`config.mk`:
```
export PLATFORM = sky130hd
export DESIGN_NAME = fdi_ctrl
export DESIGN_NICKNAME = d
export VERILOG_FILES = /design/src/rtl/fdi_pkg.sv /design/src/rtl/fdi_ctrl.sv
export SDC_FILE = /design/constraint.sdc
export NUM_CORES = 1
export LEC_CHECK = 0
export ABC_CLOCK_PERIOD_IN_PS = 3430
export BUFFER_PORTS_ARGS = -buffer_cell sky130_fd_sc_hd__buf_2
export CAP_MARGIN = 5
export CORE_AREA = 10 10 47 49
export CTS_CLUSTER_DIAMETER = 120
export DETAILED_ROUTE_END_ITERATION = 8
export DIE_AREA = 0 0 57 59
export GPL_ROUTABILITY_DRIVEN = 0
export PLACE_DENSITY = 0.66
export SLEW_MARGIN = 30
export SYNTH_ARGS = -nofsm -noshare
export SYNTH_HDL_FRONTEND = slang
export SYNTH_SLANG_ARGS = --single-unit
```
`constraint.sdc`:
```
create_clock -name clk -period 3.43 [get_ports clk]
set_clock_uncertainty 0.2 [all_clocks]
set_input_delay 0.5145 -clock clk [delete_from_list [all_inputs] [get_ports clk]]
set_output_delay 0.5145 -clock clk [all_outputs]
set_load 0.05 [all_outputs]
```
`src/rtl/fdi_pkg.sv`:
```
// Shared constants, types and codes of the fractional delay interpolator.
package fdi_pkg;

	localparam int STORE_DEPTH = 2048;
	localparam int ADDR_W      = $clog2(STORE_DEPTH);
	localparam int LEN_W       = ADDR_W + 1;
	localparam int FRAC_W      = 16;
	localparam int SAMPLE_W    = 24;
	localparam int POS_W       = ADDR_W + FRAC_W;
	localparam int CFG_W       = LEN_W;
	localparam int CIDX_W      = 2;

	// Catmull-Rom working widths (coefficients doubled to stay integer)
	localparam int COEF_W = SAMPLE_W + 4;
	localparam int H_W    = SAMPLE_W + 6;
	localparam int PROD_W = H_W + FRAC_W + 1;
	localparam int RES_W  = SAMPLE_W + 8;

	localparam int SAMPLE_MAX = 2 ** (SAMPLE_W - 1) - 1;
	localparam int SAMPLE_MIN = -(2 ** (SAMPLE_W - 1));

	localparam logic [CIDX_W-1:0] REG_MODE   = 2'd0;
	localparam logic [CIDX_W-1:0] REG_LENGTH = 2'd1;

	typedef enum logic [1:0] {
		MODE_NEAREST,
		MODE_LINEAR,
		MODE_CUBIC,
		MODE_INVALID
	} mode_t;

	typedef enum logic [3:0] {
		ST_CLEAR,
		ST_IDLE,
		ST_PREP,
		ST_FETCH,
		ST_DRAIN,
		ST_COEF,
		ST_MUL1,
		ST_ACC1,
		ST_MUL2,
		ST_ACC2,
		ST_MUL3,
		ST_FIN
	} ctl_state_t;

	typedef struct packed {
		logic       clear;
		logic       write;
		logic       load;
		logic       prep;
		logic       fetch;
		logic [1:0] idx;
		logic       coef;
		logic       mul;
		logic       acc;
		logic       acc_c2;
		logic       fin;
	} dp_cmd_t;

	typedef struct packed {
		logic  clr_last;
		mode_t mode;
	} dp_stat_t;

endpackage

```
`src/rtl/fdi_ctrl.sv`:
```
// Controller state machine: store clearing, tap fetch sequence and arithmetic steps.
module fdi_ctrl import fdi_pkg::*; (
	input  logic     clk,
	input  logic     arst_n,
	input  logic     start,
	input  logic     kind,
	input  dp_stat_t stat,
	output logic     busy,
	output dp_cmd_t  cmd
);

	ctl_state_t state_q, state_d;
	logic [1:0] fetch_q;

	always_ff @(posedge clk or negedge arst_n) begin
		if (!arst_n) begin
			state_q <= ST_CLEAR;
			fetch_q <= '0;
		end else begin
			state_q <= state_d;
			if (state_q == ST_FETCH) begin
				fetch_q <= fetch_q + 2'd1;
			end
		end
	end

	always_comb begin
		state_d = state_q;
		case (state_q)
			ST_CLEAR: if (stat.clr_last) state_d = ST_IDLE;
			ST_IDLE:  if (start && kind) state_d = ST_PREP;
			ST_PREP:  state_d = ST_FETCH;
			ST_FETCH: if (&fetch_q) state_d = ST_DRAIN;
			ST_DRAIN: begin
				if (stat.mode == MODE_CUBIC || stat.mode == MODE_LINEAR) begin
					state_d = ST_COEF;
				end else begin
					state_d = ST_FIN;
				end
			end
			ST_COEF:  state_d = (stat.mode == MODE_CUBIC) ? ST_MUL1 : ST_MUL3;
			ST_MUL1:  state_d = ST_ACC1;
			ST_ACC1:  state_d = ST_MUL2;
			ST_MUL2:  state_d = ST_ACC2;
			ST_ACC2:  state_d = ST_MUL3;
			ST_MUL3:  state_d = ST_FIN;
			ST_FIN:   state_d = ST_IDLE;
			default:  state_d = ST_IDLE;
		endcase
	end

	always_comb begin
		cmd  = '0;
		busy = 1'b1;
		case (state_q)
			ST_CLEAR: cmd.clear = 1'b1;
			ST_IDLE: begin
				busy      = 1'b0;
				cmd.load  = start && kind;
				cmd.write = start && !kind;
			end
			ST_PREP:  cmd.prep = 1'b1;
			ST_FETCH: begin
				cmd.fetch = 1'b1;
				cmd.idx   = fetch_q;
			end
			ST_DRAIN: cmd = '0;
			ST_COEF:  cmd.coef = 1'b1;
			ST_MUL1, ST_MUL2, ST_MUL3: cmd.mul = 1'b1;
			ST_ACC1:  cmd.acc = 1'b1;
			ST_ACC2: begin
				cmd.acc    = 1'b1;
				cmd.acc_c2 = 1'b1;
			end
			ST_FIN:   cmd.fin = 1'b1;
			default:  cmd = '0;
		endcase
	end

endmodule

```
==> results.ini, run 1 <==
[clocking]
cts_buffers=3
cts_tree=yes
cts.clk_slew.worst_paths_ns=0.04
cts_buffer_depth=2
cts_root_buffer=clkbuf_4
clock-sinks=6
clock_latency_ns=0.24
cts_setup_buffers=0
h-tree-depth=1

[setup_path]
cp_cell_sequence=nor4b_2 -> and3_2 -> buf_2
crit_buf_inv=1
critPathRequiredTime_ns=2.72
critPathSlowestCell=dfrtp_1
start_kind=flop
cp_top_family=simple AND/OR/NAND/NOR gates
endpoint_kind=output pin
criticalPathCategory=reg -> out
critPathMaxStageDelay_ns=0.56
worst_ep_arrival_time_ns=1.70
critPathMaxFanout=15

[timing]
tightest_slew_ns=0.516
slew_viol_final=0
slew_headroom_pct=65.6
final.setup.tns_ns=0
whs_ns=0.306
fin_crit_ns=2.42
finalHoldViolCount=0
finalWorstSetupSlack_ns=1.01
clock.fmax_ghz=0.413
fin_crit_sh_pct=70.5
rsz0062_at_grt=false
setup_viol=0

[layout]
multi_input_area_um2=334
antennaDiodeCount=0
postLayoutCoreUtil_pct=46.2
area_growth_pct=20.2
seq_area_um2=150
fin_nets=87
drive_gt1_share_pct=42.1
fill_cells=160

[route]
first_pass_iters=3
ant_nets=0
wl_per_cell_um=13.0
via_per_inst=4.96
drc=0
wl_mm=1.20
vias=456
drt-initial-drc-count=7

[floorplanning]
die_h_um=59
core.rowCount=14
die_w_um=57
start_util_pct=38.4
die_area_um2=3360
core_area_um2=1400
pin_count=20

[synthesis]
ys_types=35
synthArstFlopShare_pct=100
synth_seq_cells=6
synth_area_um2=538
synth_commonest_cells=dfrtp_1 (6), nor2_1 (5), nand2_1 (4), nand2b_1 (4)
yosys_warnings=0
synth_area_leaders=dfrtp_1 (28%), buf_6 (6.3%), ha_1 (4.7%)
syn-num-nets=66
syn_inst=57
syn_avg_cell_area_um2=9.44
ys_seq_area_share_pct=27.9
synthFlopType=dfrtp_1
yosys.area.top_type=dfrtp_1
synth_most_common_cell=dfrtp_1
yosysTopAreaCellShare_pct=27.9
synth_edf_count=0

[pwr]
seq_power_share_pct=26.2
peakVddDrop_v=0.000521
p_switching_uw=407
p_leak_nw=0.312
p_clk_share_pct=8.8
p_comb_share_pct=64.9
power.density_nw_per_um2=1090
netSwitchingFraction_pct=57.7
totalPowerFinal_uw=706
intPower_uw=299

[global_routing]
first_global_vias=521
grt_max_degree=16
grt-ovfl-total=0
grt_use_total_pct=7.68
grt_first_pass_wirelength_mm=2.13
antenna_found_initial=0

[outcome]
status=finished clean

[placed_design]
place_ws_ns=1.26
dp_hpwl_um=956
port-buffer-count=19

[hold_path]
worstHoldPathType=reg -> reg

[job]
maxCapViolCount=0

[per-layer routing]
layer	vias up	GRT usage, %	routed length, µm
met1	207	8.16	518
met5	-	0	0
met3	2	2.15	65
met2	10	12.9	608
li1	237	-	-
met4	0	5.37	2
[sequential cells by signal, summed over array words and instances (netlist names)]
signal / count
fetch_q: 2
state_q: 4
[cells by family (layout without fill, tap and decap cells)]
logic type / count (synthesis) / after routing / share of synthesized area (%)
AO/OA/AOI/OAI: 11 / 11 / 17.4
XOR/XNOR: 1 / 1 / 1.63
adder cells (fa/ha/maj): 2 / 2 / 4.65
buffers and inverters: 8 / 27 / 10.0
flip-flops: 6 / 6 / 27.9
multiplexers: 1 / 1 / 2.09
AND/OR/NAND/NOR: 28 / 28 / 36.3
[cells in the final DEF (no fill, tap or decap), types with 2 or more instances in the layout]
| cell type | instances |
|---|---|
| dfrtp_1 | 6 |
| inv_1 | 3 |
| ha_1 | 2 |
| nand2b_1 | 4 |
| buf_2 | 19 |
| nor2_1 | 5 |
| clkbuf_4 | 3 |
| nand3_1 | 2 |
| and2_1 | 2 |
| nand2_1 | 4 |
[power by group through the flow]
stage	logic, mW	clock network (mW)	registers, mW
floorplan	0.453	0	0.132
global placement	0.460	0	0.183
detailed placement	0.464	0	0.186
CTS	0.467	0.0668	0.185
global route	0.500	0.0682	0.197
finish	0.458	0.0621	0.185
[worst paths after layout]
check | startpoint | cells past startpoint | end | slack (ns)
worst max-delay path | state_q[2] | 3 | cmd[9] | 1.01
worst min-delay path | fetch_q[0] | 1 | fetch_q[0] | 0.31
worst max register to register | state_q[1] | 3 | fetch_q[1] | 1.76
worst min register to register | fetch_q[0] | 1 | fetch_q[0] | 0.31
max in group asynchronous | arst_n | 2 | state_q[0] | 2.46
min in group asynchronous | arst_n | 2 | state_q[2] | 0.43
[final cells by class]
type	count	area share [%]
Sequential cell	6	23.2
Inverter	4	2.32
Multi-Input combinational cell	43	51.6
Clock buffer	3	3.48
Tap cell	16	3.09
Timing Repair Buffer	20	16.2
[what timing repair did]
item | in CTS | in global routing
hold endpoints to repair | 6 | 0
resized for setup | 0 | 0
hold buffers | 1 | 0
[stage by stage]
| stage | std cells | instance area, µm² |
|---|---|---|
| after floorplan | 57 | 538 |
| after global placement | 88 | 614 |
| after detailed placement | 88 | 614 |
| after CTS | 92 | 647 |
| after global routing | 92 | 647 |
| final | 92 | 647 |
Power figures use the tool's default switching activity.
==> run 2, diff against run 1 <==
ABC_AREA = 1   (was default)
ABC_CLOCK_PERIOD_IN_PS = 2460   (was 3430)
PLACE_DENSITY = 0.63   (was 0.66)
clock period = 2.46 ns   (was 3.43 ns; I/O delays follow)
==> run 2 against run 1 <==
  * First-iteration DRC count shrank 71%
  * Final cell count rose by 24%
  * Cell area up 1.4%
  * Critical path depth increased by 2
  * Power up 40%
  * Non-clock buffer count did not move
  * Setup slack got worse by 0.58 ns
  * Sequential power up 15%
  * Synthesized area shrank 5.6%
==> results.ini, run 2 <==
[synthesis]
syn_avg_cell_area_um2=6.77  ; -28%
syn-num-nets=84  ; +27%
syn_inst=75  ; +32%
synthFlopType=dfrtp_1
synth_area_um2=508  ; -5.6%
synth_most_common_cell=nand2_1
synth_seq_cells=6  ; unchanged
synth_edf_count=0  ; unchanged
ys_types=20  ; -43%
synth_area_leaders=dfrtp_1 (30%), nand2_1 (12%), inv_1 (8.9%)
synthArstFlopShare_pct=100  ; unchanged
yosys_warnings=0  ; unchanged
yosysTopAreaCellShare_pct=29.6  ; +1.6 points
yosys.area.top_type=dfrtp_1
ys_seq_area_share_pct=29.6  ; +1.6 points
synth_commonest_cells=nand2_1 (16), inv_1 (12), nor2_1 (11)

[global_routing]
top_usage_layer=met2
met3_usage_pct=3.00  ; +0.86 points
grt_first_pass_wirelength_mm=2.08  ; -2.6%
grt_use_total_pct=7.61  ; -0.067 points
met2_usage_pct=12.4  ; -0.47 points
grt-ovfl-total=0  ; unchanged
grt_use_met1_pct=7.98  ; -0.18 points
antenna_found_initial=0  ; unchanged
grt_max_degree=8  ; -8
first_global_vias=514  ; -1.3%

[layout]
area_growth_pct=29.1
largest_registers=state_q (4), fetch_q (2)
mostFrequentLayoutCells=buf_2 (19), nand2_1 (16), inv_1 (12), nor2_1 (11), nand3_1 (8)
top_register=state_q
drive_gt1_share_pct=35.7  ; -6.4 points
final_common_cell=buf_2
largest_reg_flops=4  ; unchanged
fin_area_um2=656  ; +1.4%
antennaDiodeCount=0  ; unchanged
fin_nets=109  ; +25%
finalNonFillerCells=114  ; +24%
fill_cells=153  ; -4.4%

[clocking]
clock_latency_ns=0.23  ; about the same
h-tree-depth=1  ; unchanged
cts_setup_buffers=0  ; unchanged
cts_buffer_depth=2  ; unchanged
cts.clk_slew.worst_paths_ns=0.04  ; about the same
ctsHoldBuffers=1  ; unchanged
cts_root_buffer=clkbuf_4
cts_buffers=3  ; unchanged
clock-sinks=6  ; unchanged
cts_resized=0  ; unchanged
cts_tree=yes

[timing]
slew_viol_final=0  ; unchanged
finalHoldViolCount=0  ; unchanged
slew_headroom_pct=83.3  ; +18 points
fin_crit_sh_pct=82.3
fin_crit_ns=2.02
finalWorstSetupSlack_ns=0.436  ; -0.576 ns
tightest_slew_ns=0.250  ; -0.266 ns
final.setup.tns_ns=0  ; unchanged
clock.fmax_ghz=0.494
setup_viol=0  ; unchanged
rsz0062_at_grt=false

[setup_path]
cp_cell_sequence=inv_2 -> nor2_4 -> nand2_1 -> nor3b_2 -> buf_2
endpoint_kind=output pin
criticalPathCategory=reg -> out
critPathSlowestCell=dfrtp_1
critPathMaxStageDelay_ns=0.46  ; -0.10 ns
worst_ep_arrival_time_ns=1.46  ; -0.24 ns
crit_buf_inv=2  ; +1
start_kind=flop
critPathMaxFanout=7  ; -8
cp_top_family=flip-flops
critPathRequiredTime_ns=1.89  ; -0.83 ns

[route]
wl_mm=1.23  ; +3.1%
drc=0  ; unchanged
wl_per_cell_um=10.8  ; -17%
ant_nets=0  ; unchanged
drt-initial-drc-count=2  ; -5
vias=508  ; +11%
via_per_inst=4.46  ; -10%
first_pass_iters=4  ; +1

[floorplanning]
core.rowCount=14  ; unchanged
die_area_um2=3360  ; unchanged
start_util_pct=36.2  ; -2.1 points
die_w_um=57  ; unchanged
pin_count=20  ; unchanged
core_area_um2=1400  ; unchanged
die_h_um=59  ; unchanged

[job]
maxCapViolCount=0  ; unchanged

[placed_design]
place_ws_ns=0.682  ; -0.583 ns
dp_hpwl_mm=1.08  ; +13%
port-buffer-count=19  ; unchanged
dp_cells=110  ; +25%
place_area_um2=623  ; +1.4%

[pwr]
peakVddDrop_v=0.000758  ; +46%
p_leak_nw=0.414  ; +33%
power.density_nw_per_um2=1510  ; +39%

[hold_path]
worstHoldPathType=in -> async

[outcome]
status=finished clean

-- run 2: metal layers --
metal | share of wire [%] | up-vias
li1 | - | 280
met1 | 41 | 216
met2 | 50 | 12
met3 | 9.5 | 0
met4 | 0 | 0
met5 | 0 | -
-- run 2: path summary, 6_finish.rpt --
check,slack (ns),cells past startpoint,start,end
worst min register to register,0.35,2,fetch_q[0],fetch_q[0]
max in group asynchronous,1.63,2,arst_n,state_q[2]
worst max register to register,1.13,5,state_q[0],state_q[1]
min in group clk,0.31,3,stat[2],state_q[0]
worst max-delay path,0.44,5,state_q[0],cmd[10]
worst min-delay path,0.29,2,arst_n,fetch_q[0]
-- run 2: cells by family (layout without fill, tap and decap cells) --
group | count (synthesis) | in the layout | synth area share [%]
buffers and inverters | 16 | 39 | 12.1
and+or+nand+nor | 46 | 46 | 47.5
DFF | 6 | 6 | 29.6
adders and majority gates | 2 | 2 | 4.93
AOI/OAI and AO/OA | 5 | 5 | 5.91
-- run 2: area by class of cell --
cell class,count,area [µm²],share of cell area (%)
sequential,6,150,22.9
tap,16,20.0,3.05
multi-input combinational,53,297,45.2
inverter,16,61.3,9.35
clock buffer,3,22.5,3.44
timing repair buffer,20,105,16.0
-- run 2: metrics by stage --
step,power (mW),hold WS (ns),util (%)
final,0.991,0.286,46.8
after CTS,1.01,0.274,46.8
after floorplan,0.764,-0.127,-
after global placement,0.908,-0.00305,44.5
after detailed placement,0.915,-0.00221,44.5
after global routing,1.08,0.288,46.8
-- run 2: power by group --
group	switching, mW	internal (mW)	total [mW]
combinational	0.508	0.186	0.694
sequential	0.0667	0.146	0.213
clock	0.0292	0.0548	0.0840
total	0.604	0.387	0.991
